[src/hdl/rdc_pkg.sv]
// ----------------------------------------------------------------------------
// rdc_pkg
// Shared types and constants for the radix digit converter.
// ----------------------------------------------------------------------------
`default_nettype none

package rdc_pkg;

	localparam int RADIX_W  = 7;
	localparam int DIGIT_W  = 7;
	localparam int APB_AW   = 3;
	localparam int APB_DW   = 32;

	localparam logic [RADIX_W-1:0] RADIX_RESET = 7'd10;
	localparam logic [RADIX_W-1:0] RADIX_MIN   = 7'd2;

	// register word index (paddr[2])
	localparam logic REG_RADIX = 1'b0;

	// per-request control, classified at the front
	typedef struct packed {
		logic               err;
		logic [RADIX_W-1:0] radix;
	} rdc_ctl_t;

	typedef enum logic [1:0] {
		BK_IDLE,
		BK_DIV,
		BK_READ,
		BK_SHOW
	} rdc_bk_state_t;

endpackage

`default_nettype wire

[src/hdl/radix_digit_converter_unit.sv]
// Sequence: for each digit the bit-serial divider makes one pass, storing the
//   remainder on the digit stack; the digits are then popped out MSD first. A
//   flagged request goes straight to the output as a single error digit.
// Flow: one request at a time in the back end; the bit-serial divider sets
//   the pace.
// Reset: arst_n clears queue and sequencer at once; radix returns to 10.
// ----------------------------------------------------------------------------
// radix_digit_converter_unit
// Converts an unsigned value to digits in a configurable base, MSD first.
// ----------------------------------------------------------------------------
`default_nettype none

module radix_digit_converter_unit #(
	parameter int VALUE_BITS = 32,
	parameter int MAX_DIGITS = 32
) (
	input  wire logic                          clk,
	input  wire logic                          arst_n,
	// APB register port
	input  wire logic                          psel,
	input  wire logic                          penable,
	input  wire logic                          pwrite,
	input  wire logic [rdc_pkg::APB_AW-1:0]    paddr,
	input  wire logic [rdc_pkg::APB_DW-1:0]    pwdata,
	output logic [rdc_pkg::APB_DW-1:0]         prdata,
	output logic                               pready,
	// request channel
	input  wire logic                          value_valid,
	output logic                               value_ready,
	input  wire logic [VALUE_BITS-1:0]         value,
	// digit channel
	output logic                               digit_valid,
	input  wire logic                          digit_ready,
	output logic [rdc_pkg::DIGIT_W-1:0]        digit,
	output logic                               last,
	output logic                               error
);

	logic [rdc_pkg::RADIX_W-1:0] radix_q;
	logic                        reg_wr;
	logic                        job_valid, job_ready;
	logic [VALUE_BITS-1:0]       job_value;
	rdc_pkg::rdc_ctl_t           job_ctl;

	// Register file: radix only. Writes to other words are dropped.
	assign pready = 1'b1;
	assign reg_wr = psel && penable && pwrite && (paddr[2] == rdc_pkg::REG_RADIX);

	always_ff @(posedge clk or negedge arst_n) begin
		if (!arst_n)
			radix_q <= rdc_pkg::RADIX_RESET;
		else if (reg_wr)
			radix_q <= pwdata[rdc_pkg::RADIX_W-1:0];
	end

	always_comb begin
		prdata = '0;
		if (paddr[2] == rdc_pkg::REG_RADIX)
			prdata[rdc_pkg::RADIX_W-1:0] = radix_q;
	end

	// Front: takes requests, snapshots radix, flags bases below two.
	rdc_front #(
		.VALUE_BITS (VALUE_BITS)
	) u_front (
		.clk       (clk),
		.arst_n    (arst_n),
		.in_valid  (value_valid),
		.in_ready  (value_ready),
		.in_value  (value),
		.radix     (radix_q),
		.job_valid (job_valid),
		.job_ready (job_ready),
		.job_value (job_value),
		.job_ctl   (job_ctl)
	);

	// Back: repeated division onto the digit stack, then pops to the output
	// register. A flagged request goes straight to the output as a single
	// error digit.
	rdc_back #(
		.VALUE_BITS (VALUE_BITS),
		.MAX_DIGITS (MAX_DIGITS)
	) u_back (
		.clk       (clk),
		.arst_n    (arst_n),
		.job_valid (job_valid),
		.job_ready (job_ready),
		.job_value (job_value),
		.job_ctl   (job_ctl),
		.out_valid (digit_valid),
		.out_ready (digit_ready),
		.digit     (digit),
		.last      (last),
		.error     (error)
	);

	// An error digit is always a lone zero marked last.
	assert property (@(posedge clk) disable iff (!arst_n)
		digit_valid && error |-> last && (digit == '0))
		else $error("error digit not a lone zero");

	// Ordinary digits stay below the base (the user must change radix only when idle; the block does not enforce it).
	assert property (@(posedge clk) disable iff (!arst_n)
		digit_valid && !error |-> ({1'b0, digit} < {1'b0, radix_q}))
		else $error("digit not below radix");

	// The queue only fills up through an accepted request.
	assert property (@(posedge clk) disable iff (!arst_n)
		$fell(value_ready) |-> $past(value_valid))
		else $error("queue filled without a request");

endmodule

`default_nettype wire

[src/hdl/rdc_front.sv]
// ----------------------------------------------------------------------------
// rdc_front
// Accepts requests, flags a bad radix, holds them in a two-entry queue.
// ----------------------------------------------------------------------------
`default_nettype none

module rdc_front #(
	parameter int VALUE_BITS = 32
) (
	input  wire logic                         clk,
	input  wire logic                         arst_n,
	input  wire logic                         in_valid,
	output logic                              in_ready,
	input  wire logic [VALUE_BITS-1:0]        in_value,
	input  wire logic [rdc_pkg::RADIX_W-1:0]  radix,
	output logic                              job_valid,
	input  wire logic                         job_ready,
	output logic [VALUE_BITS-1:0]             job_value,
	output rdc_pkg::rdc_ctl_t                 job_ctl
);

	logic [VALUE_BITS-1:0] val_q [2];
	rdc_pkg::rdc_ctl_t     ctl_q [2];
	logic                  wp_q, rp_q;
	logic [1:0]            cnt_q;
	logic                  push, pop;
	rdc_pkg::rdc_ctl_t     ctl_in;

	assign in_ready  = (cnt_q != 2'd2);
	assign job_valid = (cnt_q != 2'd0);
	assign push      = in_valid && in_ready;
	assign pop       = job_valid && job_ready;

	// classify on entry: radix snapshot and error flag
	always_comb begin
		ctl_in.radix = radix;
		ctl_in.err   = (radix < rdc_pkg::RADIX_MIN);
	end

	assign job_value = val_q[rp_q];
	assign job_ctl   = ctl_q[rp_q];

	always_ff @(posedge clk) begin
		if (push) begin
			val_q[wp_q] <= in_value;
			ctl_q[wp_q] <= ctl_in;
		end
	end

	always_ff @(posedge clk or negedge arst_n) begin
		if (!arst_n) begin
			wp_q  <= 1'b0;
			rp_q  <= 1'b0;
			cnt_q <= 2'd0;
		end else begin
			if (push)
				wp_q <= ~wp_q;
			if (pop)
				rp_q <= ~rp_q;
			if (push && !pop)
				cnt_q <= cnt_q + 2'd1;
			else if (pop && !push)
				cnt_q <= cnt_q - 2'd1;
		end
	end

endmodule

`default_nettype wire

[src/hdl/rdc_back.sv]
// ----------------------------------------------------------------------------
// rdc_back
// Bit-serial divider, digit stack and output register.
// ----------------------------------------------------------------------------
`default_nettype none

module rdc_back #(
	parameter int VALUE_BITS = 32,
	parameter int MAX_DIGITS = 32
) (
	input  wire logic                          clk,
	input  wire logic                          arst_n,
	input  wire logic                          job_valid,
	output logic                               job_ready,
	input  wire logic [VALUE_BITS-1:0]         job_value,
	input  wire rdc_pkg::rdc_ctl_t             job_ctl,
	output logic                               out_valid,
	input  wire logic                          out_ready,
	output logic [rdc_pkg::DIGIT_W-1:0]        digit,
	output logic                               last,
	output logic                               error
);

	localparam int CW = (VALUE_BITS > 1) ? $clog2(VALUE_BITS) : 1;
	localparam int AW = $clog2(MAX_DIGITS);
	localparam int DW = $clog2(MAX_DIGITS + 1);
	localparam int RW = rdc_pkg::RADIX_W;

	rdc_pkg::rdc_bk_state_t state_q, state_d;

	logic [VALUE_BITS-1:0] quo_q;
	logic [RW-1:0]         rem_q, radix_q;
	logic [CW-1:0]         cnt_q;
	logic [DW-1:0]         dep_q;
	logic [rdc_pkg::DIGIT_W-1:0] stack_mem [MAX_DIGITS];
	logic [rdc_pkg::DIGIT_W-1:0] digit_q;
	logic                  last_q, error_q;

	// one restoring-division step
	logic [RW:0]           r2;
	logic                  ge;
	logic [RW-1:0]         rem_n;
	logic [VALUE_BITS-1:0] quo_n;
	logic                  step_end;
	logic                  take;

	assign r2    = {rem_q, quo_q[VALUE_BITS-1]};
	assign ge    = (r2 >= {1'b0, radix_q});
	assign rem_n = ge ? RW'(r2 - {1'b0, radix_q}) : r2[RW-1:0];
	assign quo_n = {quo_q[VALUE_BITS-2:0], ge};
	assign step_end = (cnt_q == CW'(VALUE_BITS - 1));

	always_comb begin
		state_d   = state_q;
		job_ready = 1'b0;
		unique case (state_q)
			rdc_pkg::BK_IDLE: begin
				job_ready = 1'b1;
				if (job_valid)
					state_d = job_ctl.err ? rdc_pkg::BK_SHOW : rdc_pkg::BK_DIV;
			end
			rdc_pkg::BK_DIV: begin
				if (step_end && (quo_n == '0))
					state_d = rdc_pkg::BK_READ;
			end
			rdc_pkg::BK_READ: begin
				state_d = rdc_pkg::BK_SHOW;
			end
			rdc_pkg::BK_SHOW: begin
				if (out_ready)
					state_d = last_q ? rdc_pkg::BK_IDLE : rdc_pkg::BK_READ;
			end
			default: state_d = rdc_pkg::BK_IDLE;
		endcase
	end

	assign take = job_valid && job_ready;

	always_ff @(posedge clk or negedge arst_n) begin
		if (!arst_n)
			state_q <= rdc_pkg::BK_IDLE;
		else
			state_q <= state_d;
	end

	// divider and stack pointer
	always_ff @(posedge clk or negedge arst_n) begin
		if (!arst_n) begin
			cnt_q <= '0;
			dep_q <= '0;
		end else begin
			if (take) begin
				cnt_q <= '0;
				dep_q <= '0;
			end else if (state_q == rdc_pkg::BK_DIV) begin
				cnt_q <= step_end ? '0 : cnt_q + CW'(1);
				if (step_end && (dep_q != DW'(MAX_DIGITS)))
					dep_q <= dep_q + DW'(1);
			end else if (state_q == rdc_pkg::BK_READ) begin
				dep_q <= dep_q - DW'(1);
			end
		end
	end

	always_ff @(posedge clk) begin
		if (take) begin
			quo_q   <= job_value;
			rem_q   <= '0;
			radix_q <= job_ctl.radix;
		end else if (state_q == rdc_pkg::BK_DIV) begin
			quo_q <= quo_n;
			rem_q <= step_end ? '0 : rem_n;
		end
	end

	// digit stack: write a remainder, read one on the way out
	always_ff @(posedge clk) begin
		if ((state_q == rdc_pkg::BK_DIV) && step_end && (dep_q != DW'(MAX_DIGITS)))
			stack_mem[dep_q[AW-1:0]] <= rem_n;
	end

	always_ff @(posedge clk) begin
		if (take && job_ctl.err) begin
			digit_q <= '0;
			last_q  <= 1'b1;
			error_q <= 1'b1;
		end else if (state_q == rdc_pkg::BK_READ) begin
			digit_q <= stack_mem[AW'(dep_q - DW'(1))];
			last_q  <= (dep_q == DW'(1));
			error_q <= 1'b0;
		end
	end

	assign out_valid = (state_q == rdc_pkg::BK_SHOW);
	assign digit     = digit_q;
	assign last      = last_q;
	assign error     = error_q;

endmodule

`default_nettype wire
[config.mk]
export PLATFORM = sky130hd
export DESIGN_NAME = radix_digit_converter_unit
export DESIGN_NICKNAME = d
export VERILOG_FILES = /design/src/hdl/rdc_pkg.sv /design/src/hdl/radix_digit_converter_unit.sv /design/src/hdl/rdc_front.sv /design/src/hdl/rdc_back.sv
export SDC_FILE = /design/constraint.sdc
export NUM_CORES = 1
export LEC_CHECK = 0
export BUFFER_PORTS_ARGS = -buffer_cell sky130_fd_sc_hd__buf_4
export CORE_ASPECT_RATIO = 1.75
export CORE_UTILIZATION = 35
export CTS_CLUSTER_DIAMETER = 50
export DETAILED_ROUTE_END_ITERATION = 12
export PLACE_DENSITY_LB_ADDON = 0.2
export RECOVER_POWER = 100
export SYNTH_ARGS = -nofsm -noshare
export SYNTH_HDL_FRONTEND = slang
export SYNTH_SLANG_ARGS = --single-unit
[constraint.sdc]
create_clock -name clk -period 8.57 [get_ports clk]
set_input_delay 1.2855 -clock clk [delete_from_list [all_inputs] [get_ports clk]]
set_output_delay 1.2855 -clock clk [all_outputs]
set_load 0.005 [all_outputs]
==> results of run 1 <==
==> worst min path at each step <==
stage	slack, ps	end	cells past startpoint	start
floorplan	440	u_back.digit[0]	2	u_back.digit[0]
global placement	440	u_back.digit[6]	2	u_back.digit[6]
detailed placement	450	u_back.digit[2]	2	u_back.digit[2]
CTS	460	u_back.digit[2]	2	u_back.digit[2]
global route	490	u_back.digit[3]	2	u_back.digit[3]
finish	460	u_back.digit[6]	2	u_back.digit[6]
==> power by group <==
group	internal, mW	total (mW)	leakage (nW)	switching, mW
clock network	0.934	1.62	0.593	0.691
registers	2.72	2.90	3.60	0.183
logic	0.872	2.40	1.93	1.53
==> registers in the layout (all words and copies together), names as in the netlist <==
signal            cells
u_back.cnt_q          5
u_back.digit          7
u_back.radix_q        7
u_back.state_q        2
u_back.quo_q         32
u_front.ctl_q        16
u_front.cnt_q         2
u_front.wp_q          1
radix_q               7
u_front.rp_q          1
u_back.last           1
u_front.val_q        64
u_back.stack_mem    224
u_back.rem_q          7
u_back.error          1
u_back.dep_q          6
==> routing by layer <==
metal / vias up / global-route usage / part of all wire
met4: 0 / 0.0643 / 0.037
met3: 63 / 0.0212 / 0.029
li1: 3836 / - / -
met5: - / 0 / 0
met1: 4107 / 0.155 / 0.37
met2: 158 / 0.291 / 0.57
==> worst max-delay path, stage by stage, from the launching register on <==
cell and delay, ps:
dfrtp_1 380, inv_1 100, ha_1 260, o21ai_4 60, clkbuf_1 1850, inv_1 1090
nand2_1 380, nand2_1 280, a311oi_4 400, o21ai_0 230, o21ai_0 180
==> cell families (layout without fill, tap and decap cells) <==
| family | after synthesis | in the layout |
|---|---|---|
| buffers and inverters | 90 | 170 |
| adders and majority gates | 20 | 20 |
| and+or+nand+nor | 245 | 245 |
| DFF | 383 | 383 |
| AOI/OAI and AO/OA | 113 | 113 |
| muxes | 109 | 109 |
| other | 2 | 26 |
| xor gates and xnor gates | 15 | 15 |
==> layout make-up <==
class / instances / area (sq um) / share of cell area
Clock buffer: 52 / 1060 / 0.0590
Tap cell: 572 / 716 / 0.0400
Inverter: 25 / 93.8 / 0.00524
Timing Repair Buffer: 76 / 480 / 0.0269
Sequential cell: 383 / 11200 / 0.627
Clock inverter: 17 / 164 / 0.00916
Multi-Input combinational cell: 528 / 4160 / 0.232
==> cells in the mapped netlist, drive strengths merged, types with 2 or more instances <==
library cell	number
edfxtp	343
nand2	94
nor2	75
o21ai	66
mux4	56
buf	48
mux2i	38
nand3	26
inv	25
dfrtp	22
a21oi	19
ha	19
clkbuf	17
dfxtp	16
mux2	15
xnor2	10
nor4	9
nor2b	8
o31ai	7
a22o	6
nor3	6
nand2b	5
nand4	5
or3	5
xor2	5
a211oi	4
and2	2
and3	2
conb	2
dfstp	2
nand3b	2
nor4b	2
o21a	2
or4	2
==> report_table.html, run 1 <==
<table>
<tr><th>Metric</th><th>Value</th></tr>
<tr><th colspan="2">Global route</th></tr>
<tr><td>Pin count of the biggest net entering global routing</td><td>69</td></tr>
<tr><td>Number of global-route vias before repair</td><td>8634</td></tr>
<tr><td>Number of antenna violations at the first check in global routing</td><td>0</td></tr>
<tr><td>Overflow after GRT</td><td>0</td></tr>
<tr><td>Overall Global Routing Usage</td><td>0.149</td></tr>
<tr><td>Wire length of the first global-routing pass</td><td>50500 microns</td></tr>
<tr><th colspan="2">Cells and area</th></tr>
<tr><td>Number of filler cells placed in the layout</td><td>4081</td></tr>
<tr><td>Diode count</td><td>0</td></tr>
<tr><td>Most frequent cells in the layout</td><td>edfxtp_1, nand2_1, nor2_1</td></tr>
<tr><td>Share of post-route cells with drive strength above 1</td><td>0.178</td></tr>
<tr><td>Summed area of non-filler cells in the final layout</td><td>17900 sq um</td></tr>
<tr><td>Finished Core Util</td><td>0.404</td></tr>
<tr><td>Post-layout net count</td><td>1146</td></tr>
<tr><td>Synthesis-to-finish area growth</td><td>13.5%</td></tr>
<tr><td>Most common library cell in the layout ignoring fill and taps</td><td>edfxtp_1</td></tr>
<tr><td>Post-route non-filler standard cell count</td><td>1653</td></tr>
<tr><th colspan="2">Die</th></tr>
<tr><td>Row cnt</td><td>102</td></tr>
<tr><td>Die ar.</td><td>45900 sq um</td></tr>
<tr><td>Overall die height</td><td>283 microns</td></tr>
<tr><td>Effective utilization at floorplan</td><td>0.356</td></tr>
<tr><td>IO Count</td><td>118</td></tr>
<tr><td>Width of the die</td><td>162 microns</td></tr>
<tr><td>Core ar.</td><td>44300 sq um</td></tr>
<tr><th colspan="2">Place</th></tr>
<tr><td>Area after DPL</td><td>16800 sq um</td></tr>
<tr><td>Port-buffer cells</td><td>64</td></tr>
<tr><td>Worst Setup Slack post-DPL</td><td>5270 ps</td></tr>
<tr><td>Routability congestion estimate from global placement</td><td>0.768</td></tr>
<tr><td>Detailed placement HPWL</td><td>21500 microns</td></tr>
<tr><td>Placed cell count</td><td>1584</td></tr>
<tr><th colspan="2">Run status</th></tr>
<tr><td>Status</td><td>finished, violations left</td></tr>
<tr><td>Failing checks</td><td>capacitance limit, slew limit</td></tr>
<tr><th colspan="2">Yosys</th></tr>
<tr><td>Synthesized area per cell</td><td>16.1 sq um</td></tr>
<tr><td>Synthesized flop and latch total</td><td>383</td></tr>
<tr><td>Multiplexer share of the synthesized area</td><td>0.115</td></tr>
<tr><td>Share of synthesized cell area in and, or, nand and nor gates</td><td>0.0699</td></tr>
<tr><td>Number of flops mapped to enable cells by yosys</td><td>343</td></tr>
<tr><td>Share of the synthesized area in the top cell type</td><td>0.653</td></tr>
<tr><td>Register area share after synthesis</td><td>0.712</td></tr>
<tr><td>Async S/R FF share, synth</td><td>0.0627</td></tr>
<tr><td>Top cells by area in the synthesized netlist</td><td>edfxtp_1, mux4_2, dfrtp_1</td></tr>
<tr><td>Cell taking the most area after synthesis</td><td>edfxtp_1</td></tr>
<tr><td>Main combinational cell family by area after synthesis</td><td>multiplexers</td></tr>
<tr><td>Distinct cell type count of the synthesized netlist</td><td>63</td></tr>
<tr><td>Gate count of the mapped netlist</td><td>977</td></tr>
<tr><td>Synth Area in Adders</td><td>0.0163</td></tr>
<tr><td>Synth warn</td><td>0</td></tr>
<tr><td>Area fraction in compound gates after synthesis</td><td>0.0459</td></tr>
<tr><td>Top FF cell, synth</td><td>edfxtp_1</td></tr>
<tr><td>Xor-xnor portion of the synthesized cell area</td><td>0.00928</td></tr>
<tr><td>Netlist Area Pre-Place</td><td>15800 sq um</td></tr>
<tr><th colspan="2">Critical path</th></tr>
<tr><td>Required time of the worst setup path</td><td>9020 ps</td></tr>
<tr><td>Endpoint type of the worst setup path</td><td>flip-flop</td></tr>
<tr><td>Worst-path fanout max</td><td>68</td></tr>
<tr><td>WS Path Type</td><td>reg -&gt; reg</td></tr>
<tr><td>Timing startpoint of the critical path</td><td>u_back.state_q[0]</td></tr>
<tr><td>Worst reg2reg path startpoint</td><td>u_back.state_q[0]</td></tr>
<tr><td>Setup slack of the worst register-to-register path</td><td>3280 ps</td></tr>
<tr><td>Endpoint of the worst setup timing path</td><td>u_back.digit[6]</td></tr>
<tr><td>Terminus of the critical flop-to-flop path</td><td>u_back.digit[6]</td></tr>
<tr><td>Type of element launching the critical path</td><td>flip-flop</td></tr>
<tr><td>Crit path DAT</td><td>5750 ps</td></tr>
<tr><td>Worst Reg2Reg Path Length in Cells</td><td>10</td></tr>
<tr><th colspan="2">Detailed routing</th></tr>
<tr><td>Starting DRT DRC Count</td><td>390</td></tr>
<tr><td>DR pass1 iterations</td><td>4</td></tr>
<tr><td>Vias after detailed routing</td><td>8164</td></tr>
<tr><td>Remaining DRCs</td><td>0</td></tr>
<tr><td>DR WL/cell</td><td>19.9 microns</td></tr>
<tr><td>DRT antenna net count</td><td>0</td></tr>
<tr><td>Drt via density</td><td>4.94</td></tr>
<tr><td>Final wirelength</td><td>32900 microns</td></tr>
<tr><th colspan="2">Clock network</th></tr>
<tr><td>CTS tree</td><td>done</td></tr>
<tr><td>H-tree level count</td><td>2</td></tr>
<tr><td>Clock net sink count</td><td>383</td></tr>
<tr><td>CTS Root Cell</td><td>clkbuf_16</td></tr>
<tr><td>Number of buffers added by the clock tree synthesis step</td><td>38</td></tr>
<tr><td>Total of cells resized after clock tree synthesis</td><td>0</td></tr>
<tr><td>Setup bufs post-CTS</td><td>0</td></tr>
<tr><td>Reg clk slew, reported paths</td><td>60 ps</td></tr>
<tr><td>Largest buffer count on any clock path</td><td>3</td></tr>
<tr><td>Insertion delay to the later sink of the worst-skew pair</td><td>540 ps</td></tr>
<tr><td>CTS hold repair buffers</td><td>0</td></tr>
<tr><th colspan="2">Timing</th></tr>
<tr><td>Final Critical Period</td><td>5290 ps</td></tr>
<tr><td>RSZ-0062 raised after global routing</td><td>false</td></tr>
<tr><td>Upper clock frequency limit</td><td>189 MHz</td></tr>
<tr><td>Worst hold-check slack</td><td>459 ps</td></tr>
<tr><td>Max Slew Vio Count</td><td>446</td></tr>
<tr><td>Tightest Pin Transition</td><td>3010 ps</td></tr>
<tr><td>Share of the cycle needed by the critical path after routing</td><td>0.618</td></tr>
<tr><td>Total Neg Setup Slack</td><td>0 ps</td></tr>
<tr><td>Number of failing hold endpoints at the final stage</td><td>0</td></tr>
<tr><td>Final setup slack of the worst path</td><td>3280 ps</td></tr>
<tr><td>Max_slew headroom</td><td>-1.01</td></tr>
<tr><td>Number of endpoints failing setup at the final stage</td><td>0</td></tr>
<tr><td>Worst clock skew</td><td>18.0 ps</td></tr>
<tr><th colspan="2">Power</th></tr>
<tr><td>Total power of the final layout</td><td>6.92 mW</td></tr>
<tr><td>Worst-case vdd ir drop</td><td>237 uV</td></tr>
<tr><td>Power Dens Cells</td><td>387 nW/um^2</td></tr>
<tr><td>Leakage power</td><td>6.12 nW</td></tr>
<tr><th colspan="2">Flow run</th></tr>
<tr><td>Count of maximum capacitance violations</td><td>11</td></tr>
<tr><th colspan="2">Min path</th></tr>
<tr><td>Hold Path Class</td><td>reg -&gt; reg</td></tr>
</table>
Power figures use the tool's default switching activity.
==> run 2: changes to the inputs <==
ABC_AREA = 1   (was default)
clock period = 4.9 ns   (was 8.57 ns; I/O delays follow)
==> report_table.html, run 2 <==
<table>
<tr><th>Metric</th><th>Value</th></tr>
<tr><th colspan="2">Run status</th></tr>
<tr><td>Status</td><td>finished, violations left</td></tr>
<tr><td>Failing checks</td><td>capacitance limit, slew limit</td></tr>
<tr><th colspan="2">Detailed routing</th></tr>
<tr><td>Final wirelength</td><td>37500 microns (+14%)</td></tr>
<tr><td>DRT antenna net count</td><td>0 (unchanged)</td></tr>
<tr><td>DR WL/cell</td><td>16.7 microns (-16%)</td></tr>
<tr><td>DR pass1 iterations</td><td>5 (+1)</td></tr>
<tr><td>Remaining DRCs</td><td>0 (unchanged)</td></tr>
<tr><td>Starting DRT DRC Count</td><td>617 (+58%)</td></tr>
<tr><td>Vias after detailed routing</td><td>10627 (+30%)</td></tr>
<tr><td>Drt via density</td><td>4.73 (-4.3%)</td></tr>
<tr><th colspan="2">Yosys</th></tr>
<tr><td>Most instantiated cells after synthesis</td><td>nand2_1, edfxtp_1, nand3_1</td></tr>
<tr><td>Async S/R FF share, synth</td><td>0.0627 (unchanged)</td></tr>
<tr><td>Top FF cell, synth</td><td>edfxtp_1</td></tr>
<tr><td>Top cells by area in the synthesized netlist</td><td>edfxtp_1, nand2_1, nand3_1</td></tr>
<tr><td>Share of the synthesized area in the top cell type</td><td>0.620 (-0.0332)</td></tr>
<tr><td>Synthesized flop and latch total</td><td>383 (unchanged)</td></tr>
<tr><td>Leading cell type by number of instances after synthesis</td><td>nand2_1</td></tr>
<tr><td>Synthesized area per cell</td><td>10.5 sq um (-35%)</td></tr>
<tr><td>Netlist Area Pre-Place</td><td>16600 sq um (+5.3%)</td></tr>
<tr><td>Register area share after synthesis</td><td>0.676 (-0.0361)</td></tr>
<tr><td>Cell taking the most area after synthesis</td><td>edfxtp_1</td></tr>
<tr><td>Synth warn</td><td>0 (unchanged)</td></tr>
<tr><td>Number of flops mapped to enable cells by yosys</td><td>343 (unchanged)</td></tr>
<tr><td>Distinct cell type count of the synthesized netlist</td><td>39 (-38%)</td></tr>
<tr><td>Gate count of the mapped netlist</td><td>1582 (+62%)</td></tr>
<tr><th colspan="2">Clock network</th></tr>
<tr><td>Setup bufs post-CTS</td><td>0 (unchanged)</td></tr>
<tr><td>CTS Root Cell</td><td>clkbuf_16</td></tr>
<tr><td>Number of buffers added by the clock tree synthesis step</td><td>38 (unchanged)</td></tr>
<tr><td>H-tree level count</td><td>2 (unchanged)</td></tr>
<tr><td>Insertion delay to the later sink of the worst-skew pair</td><td>540 ps (about the same)</td></tr>
<tr><td>CTS hold repair buffers</td><td>0 (unchanged)</td></tr>
<tr><td>Reg clk slew, reported paths</td><td>60 ps (about the same)</td></tr>
<tr><td>Clock net sink count</td><td>383 (unchanged)</td></tr>
<tr><td>Total of cells resized after clock tree synthesis</td><td>0 (unchanged)</td></tr>
<tr><td>Largest buffer count on any clock path</td><td>3 (unchanged)</td></tr>
<tr><td>CTS tree</td><td>done</td></tr>
<tr><th colspan="2">Timing</th></tr>
<tr><td>Final Critical Period</td><td>4030 ps (-1270 ps)</td></tr>
<tr><td>RSZ-0062 raised after global routing</td><td>false</td></tr>
<tr><td>Final setup slack of the worst path</td><td>874 ps (-2400 ps)</td></tr>
<tr><td>Upper clock frequency limit</td><td>248 MHz (+31%)</td></tr>
<tr><td>Max Slew Vio Count</td><td>396 (-11%)</td></tr>
<tr><td>Share of the cycle needed by the critical path after routing</td><td>0.822 (+0.204)</td></tr>
<tr><td>Number of failing hold endpoints at the final stage</td><td>0 (unchanged)</td></tr>
<tr><td>Tightest Pin Transition</td><td>2370 ps (-639 ps)</td></tr>
<tr><td>Worst clock skew</td><td>22.2 ps (+4.22 ps)</td></tr>
<tr><td>Total Neg Setup Slack</td><td>0 ps (unchanged)</td></tr>
<tr><td>Number of endpoints failing setup at the final stage</td><td>0 (unchanged)</td></tr>
<tr><td>Max_slew headroom</td><td>-0.583 (+0.426)</td></tr>
<tr><th colspan="2">Place</th></tr>
<tr><td>Detailed placement HPWL</td><td>24500 microns (+14%)</td></tr>
<tr><td>Area after DPL</td><td>17600 sq um (+4.6%)</td></tr>
<tr><td>Port-buffer cells</td><td>64 (unchanged)</td></tr>
<tr><td>Routability congestion estimate from global placement</td><td>0.835 (+8.7%)</td></tr>
<tr><td>Worst Setup Slack post-DPL</td><td>1030 ps (-4240 ps)</td></tr>
<tr><th colspan="2">Cells and area</th></tr>
<tr><td>Most common library cell in the layout ignoring fill and taps</td><td>nand2_1</td></tr>
<tr><td>Summed area of non-filler cells in the final layout</td><td>18700 sq um (+4.3%)</td></tr>
<tr><td>Max reg flops</td><td>224 (unchanged)</td></tr>
<tr><td>Share of post-route cells with drive strength above 1</td><td>0.0789 (-0.0987)</td></tr>
<tr><td>Post-layout net count</td><td>1726 (+51%)</td></tr>
<tr><td>Most frequent cells in the layout</td><td>nand2_1, edfxtp_1, nand3_1</td></tr>
<tr><td>Synthesis-to-finish area growth</td><td>12.4%</td></tr>
<tr><td>Diode count</td><td>0 (unchanged)</td></tr>
<tr><th colspan="2">Critical path</th></tr>
<tr><td>Required time of the worst setup path</td><td>4960 ps (-4060 ps)</td></tr>
<tr><td>Worst-path fanout max</td><td>33 (-51%)</td></tr>
<tr><td>Crit path DAT</td><td>4080 ps (-1670 ps)</td></tr>
<tr><td>WS Path Type</td><td>reg -&gt; reg</td></tr>
<tr><td>Endpoint type of the worst setup path</td><td>flip-flop</td></tr>
<tr><td>Type of element launching the critical path</td><td>flip-flop</td></tr>
<tr><th colspan="2">Die</th></tr>
<tr><td>Overall die height</td><td>290 microns (+2.6%)</td></tr>
<tr><td>Row cnt</td><td>105 (+2.9%)</td></tr>
<tr><td>Die ar.</td><td>48400 sq um (+5.3%)</td></tr>
<tr><td>Effective utilization at floorplan</td><td>0.354 (-0.00188)</td></tr>
<tr><td>Core ar.</td><td>46900 sq um (+5.9%)</td></tr>
<tr><td>Width of the die</td><td>167 microns (+2.6%)</td></tr>
<tr><td>IO Count</td><td>118 (unchanged)</td></tr>
<tr><th colspan="2">Power</th></tr>
<tr><td>Reg power frac</td><td>0.392 (-0.027)</td></tr>
<tr><td>Worst-case vdd ir drop</td><td>439 uV (+85%)</td></tr>
<tr><td>Part of the total power dissipated in the clock network</td><td>0.219 (-0.016)</td></tr>
<tr><td>Share of total power consumed by net switching</td><td>0.401 (+0.0548)</td></tr>
<tr><td>Net switching power figure</td><td>5.22 mW (+120%)</td></tr>
<tr><td>Power Dens Cells</td><td>697 nW/um^2 (+80%)</td></tr>
<tr><td>Combinational fraction of design power</td><td>0.390 (+0.044)</td></tr>
<tr><td>Total power of the final layout</td><td>13.0 mW (+88%)</td></tr>
<tr><td>Leakage power</td><td>7.52 nW (+23%)</td></tr>
<tr><td>Internal power contribution</td><td>7.78 mW (+72%)</td></tr>
<tr><th colspan="2">Global route</th></tr>
<tr><td>Number of global-route vias before repair</td><td>10527 (+22%)</td></tr>
<tr><td>Number of antenna violations at the first check in global routing</td><td>0 (unchanged)</td></tr>
<tr><td>Overall Global Routing Usage</td><td>0.159 (+0.00987)</td></tr>
<tr><td>Pin count of the biggest net entering global routing</td><td>81 (+17%)</td></tr>
<tr><td>Overflow after GRT</td><td>0 (unchanged)</td></tr>
<tr><td>Wire length of the first global-routing pass</td><td>58900 microns (+17%)</td></tr>
<tr><th colspan="2">Flow run</th></tr>
<tr><td>Count of maximum capacitance violations</td><td>11 (unchanged)</td></tr>
<tr><th colspan="2">Min path</th></tr>
<tr><td>Hold Path Class</td><td>in -&gt; reg</td></tr>
</table>
run 2: cell count changes in the layout (fill, tap and decap cells not counted), moves of 7 or more:
cell | before | now
nand2_1 | 94 | 476
nand3_1 | 26 | 172
inv_1 | 25 | 164
mux4_2 | 56 | 0
nor2_1 | 75 | 124
mux2i_1 | 36 | 1
o21ai_0 | 59 | 27
a31oi_1 | 1 | 32
mux2_2 | 14 | 0
nor2b_1 | 8 | 0
nor4_1 | 8 | 0
inv_2 | 0 | 7
run 2: stage by stage:
step | utilization | cells | hold slack (ps)
2_1_floorplan | - | 1606 | 439
3_3_place_gp | 0.375 | 2180 | 441
3_5_place_dp | 0.375 | 2180 | 471
4_1_cts | 0.401 | 2248 | 94.2
5_1_grt | 0.398 | 2248 | 388
6_report | 0.398 | 2248 | 408
run 2: final timing paths:
| check | slack [ps] | cells after the start | endpoint | start |
|---|---|---|---|---|
| worst max-delay path | 870 | 11 | u_back.stack_mem[26][1] | u_back.quo_q[31] |
| worst max register to register | 870 | 11 | u_back.stack_mem[26][1] | u_back.quo_q[31] |
| min in group asynchronous | 560 | 1 | radix_q[2] | arst_n |
| worst min-delay path | 410 | 1 | u_front.val_q[0][23] | value[23] |
| max in group asynchronous | 3220 | 1 | u_back.dep_q[0] | arst_n |
| worst min register to register | 470 | 2 | u_back.error | u_back.error |
run 2: logic make-up (layout without fill, tap and decap cells):
group,Yosys count,count (layout),synth area share
muxes,1,1,0.000603
and+or+nand+nor,794,794,0.196
buffers and inverters,268,322,0.0692
other,2,26,0.000452
adders and majority gates,20,20,0.0155
DFF,383,383,0.676
AOI/OAI and AO/OA,101,101,0.0352
xor gates and xnor gates,13,13,0.00731
run 2: cell type report:
type	instances	area (sq um)
Clock buffer	52	1100
Clock inverter	16	120
Fill cell	4516	28200
Inverter	172	647
Multi-Input combinational cell	955	4330
Sequential cell	383	11200
Tap cell	588	736
Timing Repair Buffer	82	513
run 2: layer usage:
metal | up-vias | share of wire | GRT usage
met2 | 261 | 0.55 | 0.306
met3 | 79 | 0.040 | 0.0219
met5 | - | 0 | 0
met4 | 0 | 0.037 | 0.0673
li1 | 5298 | - | -
met1 | 4989 | 0.38 | 0.170
run 2: critical path, stage by stage (launching register included):
cell and delay [ps]:
edfxtp_1 380, inv_1 60, ha_1 230, fa_1 470, inv_1 70, nand3_1 60, nand2_1 130, nand2_1 60
nand3_1 220, inv_1 220, o21ai_0 190, clkbuf_1 1410
run 2: power by group through the flow:
stage	logic (mW)	registers, mW	clock network (mW)
after floorplan	3.48	4.99	0
after global placement	5.20	5.10	0
after detailed placement	5.28	5.11	0
after CTS	5.29	5.05	2.93
after global routing	5.68	5.16	3.03
final	5.07	5.09	2.84
